<file path="src/design/gjd_pkg.sv">
// Shared constants, types and calendar tables of the Gregorian / Julian day converter.
package gjd_pkg;

    localparam logic [22:0] FIRST_JDN    = 23'd2361331;
    localparam logic [22:0] LAST_JDN     = 23'd5373484;
    localparam logic [22:0] EPOCH_OFFSET = 23'd1721119;
    localparam logic [13:0] MIN_YEAR     = 14'd1753;
    localparam logic [13:0] MAX_YEAR     = 14'd9999;

    typedef struct packed {
        logic        valid;
        logic        ok;
        logic [22:0] jdn;
    } gjd_day_t;

    function automatic logic [4:0] month_days(input logic leap, input logic [3:0] m);
        logic [4:0] n;
        case (m)
            4'd2:                      n = leap ? 5'd29 : 5'd28;
            4'd4, 4'd6, 4'd9, 4'd11:   n = 5'd30;
            default:                   n = 5'd31;
        endcase
        return n;
    endfunction

    function automatic logic [8:0] month_start(input logic leap, input logic [3:0] m);
        logic [8:0] s;
        case (m)
            4'd2:    s = 9'd31;
            4'd3:    s = 9'd59;
            4'd4:    s = 9'd90;
            4'd5:    s = 9'd120;
            4'd6:    s = 9'd151;
            4'd7:    s = 9'd181;
            4'd8:    s = 9'd212;
            4'd9:    s = 9'd243;
            4'd10:   s = 9'd273;
            4'd11:   s = 9'd304;
            4'd12:   s = 9'd334;
            default: s = 9'd0;
        endcase
        if (leap && m > 4'd2)
        begin
            s = s + 9'd1;
        end
        return s;
    endfunction

    // Days from 1 March to the first of a March-based month.
    function automatic logic [8:0] march_offset(input logic [3:0] mm);
        logic [8:0] s;
        case (mm)
            4'd1:    s = 9'd31;
            4'd2:    s = 9'd61;
            4'd3:    s = 9'd92;
            4'd4:    s = 9'd122;
            4'd5:    s = 9'd153;
            4'd6:    s = 9'd184;
            4'd7:    s = 9'd214;
            4'd8:    s = 9'd245;
            4'd9:    s = 9'd275;
            4'd10:   s = 9'd306;
            4'd11:   s = 9'd337;
            default: s = 9'd0;
        endcase
        return s;
    endfunction

    // Leap rule from the year, its remainder by 100 and its quotient by 100.
    function automatic logic leap_rule(input logic [13:0] y, input logic [6:0] r100,
                                       input logic [7:0] q100);
        logic by4000;
        by4000 = (y == 14'd0) || (y == 14'd4000) || (y == 14'd8000) ||
                 (y == 14'd12000) || (y == 14'd16000);
        return ((y[1:0] == 2'd0) && (r100 != 7'd0)) ||
               ((r100 == 7'd0) && (q100[1:0] == 2'd0) && !by4000);
    endfunction

endpackage

</file>
<file path="src/design/gjd_date_front.sv">
// Input stages: date check, Julian day number range check and date to Julian day number, four register stages.
module gjd_date_front (
    input  logic             clk,
    input  logic             rst_n,
    input  logic             adv,
    input  logic             in_valid,
    input  logic             command,
    input  logic [13:0]      year_in,
    input  logic [3:0]       month_in,
    input  logic [4:0]       day_in,
    input  logic [22:0]      day_number_in,
    output gjd_pkg::gjd_day_t day_out
);
    import gjd_pkg::*;

    logic [3:0]  v_reg, v_next;

    logic        s1_cmd_reg, s1_mok_reg;
    logic [13:0] s1_y_reg, s1_ym_reg;
    logic [3:0]  s1_m_reg, s1_mm_reg;
    logic [4:0]  s1_d_reg;
    logic [22:0] s1_dn_reg;
    logic [7:0]  s1_q_reg, s1_c_reg;

    logic        s2_cmd_reg, s2_mok_reg;
    logic [13:0] s2_y_reg;
    logic [3:0]  s2_m_reg;
    logic [4:0]  s2_d_reg;
    logic [22:0] s2_dn_reg;
    logic [7:0]  s2_q_reg;
    logic [6:0]  s2_r100_reg, s2_ya_reg;
    logic [24:0] s2_p1_reg;
    logic [8:0]  s2_t3_reg;

    logic        s3_cmd_reg, s3_ok_reg;
    logic [4:0]  s3_d_reg;
    logic [22:0] s3_dn_reg;
    logic [24:0] s3_p1_reg;
    logic [17:0] s3_p2_reg;
    logic [8:0]  s3_t3_reg;

    logic        s4_ok_reg;
    logic [22:0] s4_jdn_reg;

    logic [26:0] mq, mc;
    logic [13:0] ym;
    logic [3:0]  mm;
    logic        mok;
    logic [13:0] r100_full, ya_full;
    logic [25:0] p1_full;
    logic        leap, dok, jok;
    logic [23:0] sum;

    always_comb
    begin
        mq  = 27'(year_in) * 27'd5243;
        ym  = (month_in > 4'd2) ? year_in : year_in - 14'd1;
        mm  = (month_in > 4'd2) ? month_in - 4'd3 : month_in + 4'd9;
        mc  = 27'(ym) * 27'd5243;
        mok = (month_in >= 4'd1) && (month_in <= 4'd12) && (day_in >= 5'd1) &&
              (year_in >= MIN_YEAR) && (year_in <= MAX_YEAR);

        r100_full = s1_y_reg - 14'(s1_q_reg) * 14'd100;
        ya_full   = s1_ym_reg - 14'(s1_c_reg) * 14'd100;
        p1_full   = 26'(s1_c_reg) * 26'd146097;

        leap = leap_rule(s2_y_reg, s2_r100_reg, s2_q_reg);
        dok  = s2_mok_reg && (s2_d_reg <= month_days(leap, s2_m_reg));
        jok  = (s2_dn_reg >= FIRST_JDN) && (s2_dn_reg <= LAST_JDN);

        sum = 24'(s3_p1_reg[24:2]) + 24'(s3_p2_reg[17:2]) + 24'(s3_t3_reg) +
              24'(s3_d_reg) + 24'(EPOCH_OFFSET);

        v_next = {v_reg[2:0], in_valid};
    end

    always_ff @(posedge clk or negedge rst_n)
    begin
        if (!rst_n)
        begin
            v_reg <= '0;
        end
        else if (adv)
        begin
            v_reg <= v_next;
        end
    end

    always_ff @(posedge clk)
    begin
        if (adv)
        begin
            s1_cmd_reg <= command;
            s1_mok_reg <= mok;
            s1_y_reg   <= year_in;
            s1_ym_reg  <= ym;
            s1_m_reg   <= month_in;
            s1_mm_reg  <= mm;
            s1_d_reg   <= day_in;
            s1_dn_reg  <= day_number_in;
            s1_q_reg   <= mq[26:19];
            s1_c_reg   <= mc[26:19];

            s2_cmd_reg  <= s1_cmd_reg;
            s2_mok_reg  <= s1_mok_reg;
            s2_y_reg    <= s1_y_reg;
            s2_m_reg    <= s1_m_reg;
            s2_d_reg    <= s1_d_reg;
            s2_dn_reg   <= s1_dn_reg;
            s2_q_reg    <= s1_q_reg;
            s2_r100_reg <= r100_full[6:0];
            s2_ya_reg   <= ya_full[6:0];
            s2_p1_reg   <= p1_full[24:0];
            s2_t3_reg   <= march_offset(s1_mm_reg);

            s3_cmd_reg <= s2_cmd_reg;
            s3_ok_reg  <= s2_cmd_reg ? jok : dok;
            s3_d_reg   <= s2_d_reg;
            s3_dn_reg  <= s2_dn_reg;
            s3_p1_reg  <= s2_p1_reg;
            s3_p2_reg  <= 18'(s2_ya_reg) * 18'd1461;
            s3_t3_reg  <= s2_t3_reg;

            s4_ok_reg  <= s3_ok_reg;
            s4_jdn_reg <= !s3_ok_reg ? FIRST_JDN : (s3_cmd_reg ? s3_dn_reg : sum[22:0]);
        end
    end

    assign day_out = '{valid: v_reg[3], ok: s4_ok_reg, jdn: s4_jdn_reg};

endmodule

</file>
<file path="src/design/gjd_date_split.sv">
// Julian day number to Gregorian date and weekday, nine register stages.
module gjd_date_split (
    input  logic              clk,
    input  logic              rst_n,
    input  logic              adv,
    input  gjd_pkg::gjd_day_t day_in,
    output gjd_pkg::gjd_day_t day_out,
    output logic [2:0]        wd_out,
    output logic [13:0]       y_out,
    output logic [3:0]        m_out,
    output logic [4:0]        d_out
);
    import gjd_pkg::*;

    logic [8:0]  pv_reg;
    logic [8:0]  pok_reg;
    logic [22:0] pjdn_reg [9];

    logic [23:0] b1_x_reg;
    logic [6:0]  b1_qa_reg;
    logic [19:0] b1_q7_reg;
    logic [18:0] b2_r_reg;
    logic [6:0]  b2_qa_reg;
    logic [3:0]  b2_wr_reg;
    logic [6:0]  b3_cy_reg;
    logic [17:0] b3_v_reg;
    logic [2:0]  wd_reg [3:9];
    logic [6:0]  cy_reg [4:8];
    logic [17:0] b4_v_reg;
    logic [6:0]  b4_qy_reg;
    logic [11:0] b5_r2_reg;
    logic [6:0]  b5_qy_reg;
    logic [6:0]  b6_yy_reg;
    logic [10:0] b6_w_reg;
    logic [6:0]  b7_yy_reg;
    logic [10:0] b7_w_reg;
    logic [3:0]  b7_qm_reg;
    logic [6:0]  b8_yy_reg;
    logic [8:0]  b8_r3_reg;
    logic [3:0]  b8_qm_reg;
    logic [13:0] b9_y_reg;
    logic [3:0]  b9_m_reg;
    logic [4:0]  b9_d_reg;

    logic [22:0] jm;
    logic [23:0] x;
    logic [37:0] pa;
    logic [45:0] p7;
    logic [24:0] rf;
    logic [22:0] wf;
    logic        ge1, ge2, ge3;
    logic [17:0] t;
    logic [34:0] py;
    logic [17:0] r2f;
    logic [10:0] r2c;
    logic [11:0] dd2;
    logic [10:0] w;
    logic [19:0] pm;
    logic [10:0] r3f;
    logic [7:0]  r3c;
    logic [3:0]  mm;
    logic [15:0] dq;
    logic [13:0] yf;

    always_comb
    begin
        jm = day_in.jdn - EPOCH_OFFSET;
        x  = {jm[21:0], 2'b00} - 24'd1;
        pa = 38'(x) * 38'd14699;
        p7 = 46'(day_in.jdn) * 46'd9586980;

        rf = 25'(b1_x_reg) - 25'(b1_qa_reg) * 25'd146097;
        wf = pjdn_reg[0] - 23'(b1_q7_reg) * 23'd7;

        ge1 = b2_r_reg >= 19'd146097;
        t   = ge1 ? 18'(b2_r_reg - 19'd146097) : b2_r_reg[17:0];

        py  = 35'(b3_v_reg) * 35'd91867;
        r2f = b4_v_reg - 18'(b4_qy_reg) * 18'd1461;

        ge2 = b5_r2_reg >= 12'd1461;
        r2c = ge2 ? 11'(b5_r2_reg - 12'd1461) : b5_r2_reg[10:0];
        dd2 = (12'(r2c) + 12'd4) >> 2;
        w   = 11'(dd2) * 11'd5 - 11'd3;

        pm  = 20'(b6_w_reg) * 20'd428;
        r3f = b7_w_reg - 11'(b7_qm_reg) * 11'd153;

        ge3 = b8_r3_reg >= 9'd153;
        r3c = ge3 ? 8'(b8_r3_reg - 9'd153) : b8_r3_reg[7:0];
        mm  = b8_qm_reg + 4'(ge3);
        dq  = (16'(r3c) + 16'd5) * 16'd205;
        yf  = 14'(cy_reg[8]) * 14'd100 + 14'(b8_yy_reg);
    end

    always_ff @(posedge clk or negedge rst_n)
    begin
        if (!rst_n)
        begin
            pv_reg <= '0;
        end
        else if (adv)
        begin
            pv_reg <= {pv_reg[7:0], day_in.valid};
        end
    end

    always_ff @(posedge clk)
    begin
        if (adv)
        begin
            pok_reg     <= {pok_reg[7:0], day_in.ok};
            pjdn_reg[0] <= day_in.jdn;
            for (int i = 1; i < 9; i++)
            begin
                pjdn_reg[i] <= pjdn_reg[i-1];
            end

            b1_x_reg  <= x;
            b1_qa_reg <= pa[37:31];
            b1_q7_reg <= p7[45:26];

            b2_r_reg  <= rf[18:0];
            b2_qa_reg <= b1_qa_reg;
            b2_wr_reg <= wf[3:0];

            b3_cy_reg <= b2_qa_reg + 7'(ge1);
            b3_v_reg  <= {t[17:2], 2'b11};
            wd_reg[3] <= (b2_wr_reg >= 4'd7) ? 3'(b2_wr_reg - 4'd7) : b2_wr_reg[2:0];
            for (int i = 4; i < 10; i++)
            begin
                wd_reg[i] <= wd_reg[i-1];
            end

            cy_reg[4] <= b3_cy_reg;
            for (int i = 5; i < 9; i++)
            begin
                cy_reg[i] <= cy_reg[i-1];
            end

            b4_v_reg  <= b3_v_reg;
            b4_qy_reg <= py[33:27];

            b5_r2_reg <= r2f[11:0];
            b5_qy_reg <= b4_qy_reg;

            b6_yy_reg <= b5_qy_reg + 7'(ge2);
            b6_w_reg  <= w;

            b7_yy_reg <= b6_yy_reg;
            b7_w_reg  <= b6_w_reg;
            b7_qm_reg <= pm[19:16];

            b8_yy_reg <= b7_yy_reg;
            b8_r3_reg <= r3f[8:0];
            b8_qm_reg <= b7_qm_reg;

            b9_d_reg <= dq[14:10];
            if (mm < 4'd10)
            begin
                b9_m_reg <= mm + 4'd3;
                b9_y_reg <= yf;
            end
            else
            begin
                b9_m_reg <= mm - 4'd9;
                b9_y_reg <= yf + 14'd1;
            end
        end
    end

    assign day_out = '{valid: pv_reg[8], ok: pok_reg[8], jdn: pjdn_reg[8]};
    assign wd_out  = wd_reg[9];
    assign y_out   = b9_y_reg;
    assign m_out   = b9_m_reg;
    assign d_out   = b9_d_reg;

endmodule

</file>
<file path="src/design/gregorian_julian_day_converter_unit.sv">
// Top level of the Gregorian date / Julian day number converter.
// An item is a date (command 0) or a Julian day number (command 1); each item gives one
// result with both forms of the day, weekday, day of year, month length and leap flag.
// The block is a 16-stage pipeline that takes one item every cycle while in_stall is low.
// The whole pipeline holds while a result waits at the output, so in_stall follows
// out_stall in the same cycle. Illegal input gives 1 Jan 1753 with valid_res low.
module gregorian_julian_day_converter_unit (
    input  logic        clk,
    input  logic        rst_n,
    input  logic        in_valid,
    output logic        in_stall,
    input  logic        command,
    input  logic [13:0] year_in,
    input  logic [3:0]  month_in,
    input  logic [4:0]  day_in,
    input  logic [22:0] day_number_in,
    output logic        out_valid,
    input  logic        out_stall,
    output logic [22:0] day_number,
    output logic [13:0] year_out,
    output logic [3:0]  month_out,
    output logic [4:0]  day_out,
    output logic [2:0]  weekday,
    output logic [8:0]  day_of_year,
    output logic [4:0]  month_length,
    output logic        leap_year,
    output logic        valid_res
);
    import gjd_pkg::*;

    logic        adv;
    gjd_day_t    front_day, split_day;
    logic [2:0]  split_wd;
    logic [13:0] split_y;
    logic [3:0]  split_m;
    logic [4:0]  split_d;

    logic        t1_valid_reg, t2_valid_reg;
    logic        t1_ok_reg, t2_ok_reg;
    logic [22:0] t1_jdn_reg, t2_jdn_reg;
    logic [2:0]  t1_wd_reg, t2_wd_reg;
    logic [13:0] t1_y_reg, t2_y_reg;
    logic [3:0]  t1_m_reg, t2_m_reg;
    logic [4:0]  t1_d_reg, t2_d_reg;
    logic [7:0]  t1_q_reg;
    logic        t2_leap_reg;

    logic        out_valid_reg;
    logic        out_ok_reg, out_leap_reg;
    logic [22:0] out_jdn_reg;
    logic [13:0] out_y_reg;
    logic [3:0]  out_m_reg;
    logic [4:0]  out_d_reg, out_len_reg;
    logic [2:0]  out_wd_reg;
    logic [8:0]  out_doy_reg;

    logic [26:0] yq;
    logic [13:0] r100_full;

    assign adv      = !(out_valid_reg && out_stall);
    assign in_stall = !adv;

    gjd_date_front u_front (
        .clk           (clk),
        .rst_n         (rst_n),
        .adv           (adv),
        .in_valid      (in_valid),
        .command       (command),
        .year_in       (year_in),
        .month_in      (month_in),
        .day_in        (day_in),
        .day_number_in (day_number_in),
        .day_out       (front_day)
    );

    gjd_date_split u_split (
        .clk     (clk),
        .rst_n   (rst_n),
        .adv     (adv),
        .day_in  (front_day),
        .day_out (split_day),
        .wd_out  (split_wd),
        .y_out   (split_y),
        .m_out   (split_m),
        .d_out   (split_d)
    );

    always_comb
    begin
        yq        = 27'(split_y) * 27'd5243;
        r100_full = t1_y_reg - 14'(t1_q_reg) * 14'd100;
    end

    always_ff @(posedge clk or negedge rst_n)
    begin
        if (!rst_n)
        begin
            t1_valid_reg  <= 1'b0;
            t2_valid_reg  <= 1'b0;
            out_valid_reg <= 1'b0;
        end
        else if (adv)
        begin
            t1_valid_reg  <= split_day.valid;
            t2_valid_reg  <= t1_valid_reg;
            out_valid_reg <= t2_valid_reg;
        end
    end

    always_ff @(posedge clk)
    begin
        if (adv)
        begin
            t1_ok_reg  <= split_day.ok;
            t1_jdn_reg <= split_day.jdn;
            t1_wd_reg  <= split_wd;
            t1_y_reg   <= split_y;
            t1_m_reg   <= split_m;
            t1_d_reg   <= split_d;
            t1_q_reg   <= yq[26:19];

            t2_ok_reg   <= t1_ok_reg;
            t2_jdn_reg  <= t1_jdn_reg;
            t2_wd_reg   <= t1_wd_reg;
            t2_y_reg    <= t1_y_reg;
            t2_m_reg    <= t1_m_reg;
            t2_d_reg    <= t1_d_reg;
            t2_leap_reg <= leap_rule(t1_y_reg, r100_full[6:0], t1_q_reg);

            out_ok_reg   <= t2_ok_reg;
            out_jdn_reg  <= t2_jdn_reg;
            out_wd_reg   <= t2_wd_reg;
            out_y_reg    <= t2_y_reg;
            out_m_reg    <= t2_m_reg;
            out_d_reg    <= t2_d_reg;
            out_leap_reg <= t2_leap_reg;
            out_len_reg  <= month_days(t2_leap_reg, t2_m_reg);
            out_doy_reg  <= month_start(t2_leap_reg, t2_m_reg) + 9'(t2_d_reg);
        end
    end

    assign out_valid    = out_valid_reg;
    assign day_number   = out_jdn_reg;
    assign year_out     = out_y_reg;
    assign month_out    = out_m_reg;
    assign day_out      = out_d_reg;
    assign weekday      = out_wd_reg;
    assign day_of_year  = out_doy_reg;
    assign month_length = out_len_reg;
    assign leap_year    = out_leap_reg;
    assign valid_res    = out_ok_reg;

endmodule

</file>
<file path="config.mk">
export PLATFORM = sky130hd
export DESIGN_NAME = gregorian_julian_day_converter_unit
export DESIGN_NICKNAME = d
export VERILOG_FILES = /design/src/design/gjd_pkg.sv /design/src/design/gjd_date_front.sv /design/src/design/gjd_date_split.sv /design/src/design/gregorian_julian_day_converter_unit.sv
export SDC_FILE = /design/constraint.sdc
export NUM_CORES = 2
export LEC_CHECK = 0
export BUFFER_PORTS_ARGS = -buffer_cell sky130_fd_sc_hd__buf_2
export CAP_MARGIN = 10
export CORE_UTILIZATION = 29
export DETAILED_ROUTE_END_ITERATION = 7
export HOLD_SLACK_MARGIN = 0.1
export SYNTH_ARGS = -nofsm -noshare
export SYNTH_HDL_FRONTEND = slang
export SYNTH_SLANG_ARGS = --single-unit
</file>
<file path="constraint.sdc">
create_clock -name clk -period 46 [get_ports clk]
set_clock_uncertainty 0.2 [all_clocks]
set_input_delay 4.6 -clock clk [delete_from_list [all_inputs] [get_ports clk]]
set_output_delay 4.6 -clock clk [all_outputs]
set_load 0.05 [all_outputs]
</file>
==> impl_metrics.tcl <==
set metrics [dict create \
    status "finished, final reports clean" \
    rsz0062_at_grt "false" \
    cp_common_cell "fa_1" \
    ys_seq_area_frac 0.3925 \
    maxSlewViolCount 0 \
    grt.overflow.total 0 \
    core-area_mm2 0.2414 \
    start_util 0.2929 \
    synth_edf_count 905 \
    num-nets-final 7679 \
    dieArea_mm2 0.2458 \
    worstPathCellList "buf_2, inv_1, ha_1, and3_1, o21ai_0, a21oi_1, xnor2_1, ha_1, fa_1, fa_1, inv_1, fa_1, fa_1, inv_1, ha_1, nand2_1, a21oi_1, nand2_1, o21ai_0, nand3b_1, a21bo_2, a21oi_1, nor4_1, a311o_1" \
    area_growth_pct 11.30 \
    critical-path-top-delay-family "adder cells" \
    cts_hold_buf 0 \
    synth_warnings 0 \
    end_kind "flip-flop" \
    crit_slowest_cell "xnor2_1" \
    worstSetupEndpoint "u_front.s1_c_reg[7]$_DFFE_PN_" \
    die_h_um 495.8 \
    tns_ps 0 \
    clk_pin_slew_ps 70 \
    dp_hpwl_mm 104.0 \
    startpoint_type "input pin" \
    drt-wirelength-per-cell_um 14.41 \
    slew_headroom 0.2164 \
    final_core_util 0.3260 \
    period_share 0.2371 \
    num_io_pins 118 \
    regToRegStartpoint "u_front.s4_jdn_reg[0]$_SDFFCE_PN1N_" \
    antenna_found_initial 2 \
    max_freq_mhz 91.68 \
    startpoint "year_in[2]" \
    reg2reg_slack_ps 36790 \
    timing.max_cap.violations 0 \
    synth_ff_type "edfxtp_1" \
    grt_pass1_vias 42190 \
    fin_cells 9095 \
    grt.total_usage 0.1098 \
    cts_buffer_depth 3 \
    crit_cells 24 \
    period_minus_slack_ps 10910 \
    reg2reg_depth 26 \
    drtIter0Drc 1963 \
    synth_cells 5622 \
    cts_resized 0 \
    crit_path_max_incr_delay_ps 690 \
    gp_congestion 0.8527 \
    setup_viol 0 \
    setup_slack_ps 35090 \
    cts-root-buf "clkbuf_16" \
    grt_pass1_wl_mm 217.8 \
    path_max_fanout 7 \
    hold_path_class "reg2reg" \
    avgSynthCellArea_um2 12.58 \
    core.rowCount 180 \
    fill_cells 23880 \
    cts_tree "yes" \
    hold_viol 0 \
    cts.sinks 930 \
    critPathRequiredTime_ps 46310 \
    drt_pass1_iterations 5 \
    die_x_um 495.8 \
    placed_cells 8916 \
    drive_above_1_share 0.06295 \
    routed-via-count 39340 \
    synth-seq-cells 930 \
    clkLatencyLatePin_ps 770 \
    post_cts_buffers 0 \
    async_flop_share 0.01720 \
    htreeDepth 3 \
    place_ws_ps 34180 \
    grt_max_degree 199 \
    largest_reg_flops 206 \
    cp_num_buf_inv 4 \
    synthesis.area_mm2 0.07072 \
    viasPerCell 4.325 \
    arrival_ps 11220 \
    drc 0 \
    tightest_slew_ps 1143 \
    drt_wl_total_mm 131.0 \
    path_class "in2reg" \
    ant_nets 0 \
    portBuffers 114 \
    ys_types 90 \
    r2r_end "u_split.b1_qa_reg[5]$_DFFE_PN_" \
    numCtsBuffers 96 \
]
cell usage after synthesis, types with 32 or more instances:
cell type | n | area (um^2)
ha_1 | 1126 | 14090
inv_1 | 1281 | 4808
xnor2_1 | 259 | 2268
edfxtp_1 | 905 | 27180
nor3_1 | 56 | 280.3
a21o_1 | 64 | 480.5
nor2_1 | 146 | 548.0
o21a_1 | 32 | 240.2
fa_1 | 673 | 13470
xor2_1 | 97 | 849.6
nand2_1 | 141 | 529.3
o21ai_0 | 113 | 565.5
a21oi_1 | 145 | 725.7
nand3_1 | 54 | 270.3
metal layers:
layer / part of all wire / global-route usage
met1: 0.47 / 0.1449
met5: 0 / 0
met2: 0.48 / 0.1878
met4: 0.022 / 0.02701
met3: 0.034 / 0.01674
cell usage in the layout (no fill, tap or decap), types with 100 or more instances in the layout:
cell type | synthesis | routed
a21oi_1 | 145 | 145
buf_2 | 5 | 114
clkbuf_16 | 0 | 100
edfxtp_1 | 905 | 905
fa_1 | 673 | 673
ha_1 | 1126 | 1126
inv_1 | 1281 | 1281
nand2_1 | 141 | 140
nor2_1 | 146 | 146
o21ai_0 | 113 | 113
xnor2_1 | 259 | 258
worst min-delay path by stage:
stage | startpoint | endpoint | cells past startpoint
floorplan | t2_jdn_reg[0]$_DFFE_PN_ | day_number[0]$_DFFE_PN_ | 0
global placement | u_split.pjdn_reg[2][12]$_DFFE_PN_ | u_split.pjdn_reg[3][12]$_DFFE_PN_ | 0
detailed placement | t2_jdn_reg[21]$_DFFE_PN_ | day_number[21]$_DFFE_PN_ | 0
CTS | u_split.pjdn_reg[5][0]$_DFFE_PN_ | u_split.pjdn_reg[6][0]$_DFFE_PN_ | 0
global route | u_split.pjdn_reg[5][0]$_DFFE_PN_ | u_split.pjdn_reg[6][0]$_DFFE_PN_ | 0
finish | u_split.pjdn_reg[5][0]$_DFFE_PN_ | u_split.pjdn_reg[6][0]$_DFFE_PN_ | 0
layout make-up:
type / instances / area, um^2 / share of cell area
timing repair buffer: 145 / 828.3 / 0.01052
antenna: 1 / 2.502 / 0.00003179
clock buffer: 115 / 2579 / 0.03276
tap: 3185 / 3985 / 0.05063
multi-input combinational: 3371 / 37980 / 0.4825
clock inverter: 63 / 754.5 / 0.009585
sequential: 930 / 27760 / 0.3526
inverter: 1285 / 4825 / 0.06130
kinds of logic after synthesis:
kind of cell / share of synthesized area
flip-flops: 0.3925
multiplexers: 0.005166
XOR/XNOR: 0.04542
AO/OA/AOI/OAI: 0.05256
AND/OR/NAND/NOR: 0.04324
adder cells (fa/ha/maj): 0.3903
other: 0.00005302
buffers and inverters: 0.07080
metrics by stage:
step / instance area (um^2) / hold WS, ps
after floorplan: 70730 / 200.3
after global placement: 75370 / 200.0
after detailed placement: 75370 / 204.5
after CTS: 78710 / 153.7
after global routing: 78710 / 176.5
final: 78710 / 158.9
Power is left out: the tool's default activity adds up to more than one toggle a clock period on the data nets, which glitch-free logic cannot reach.
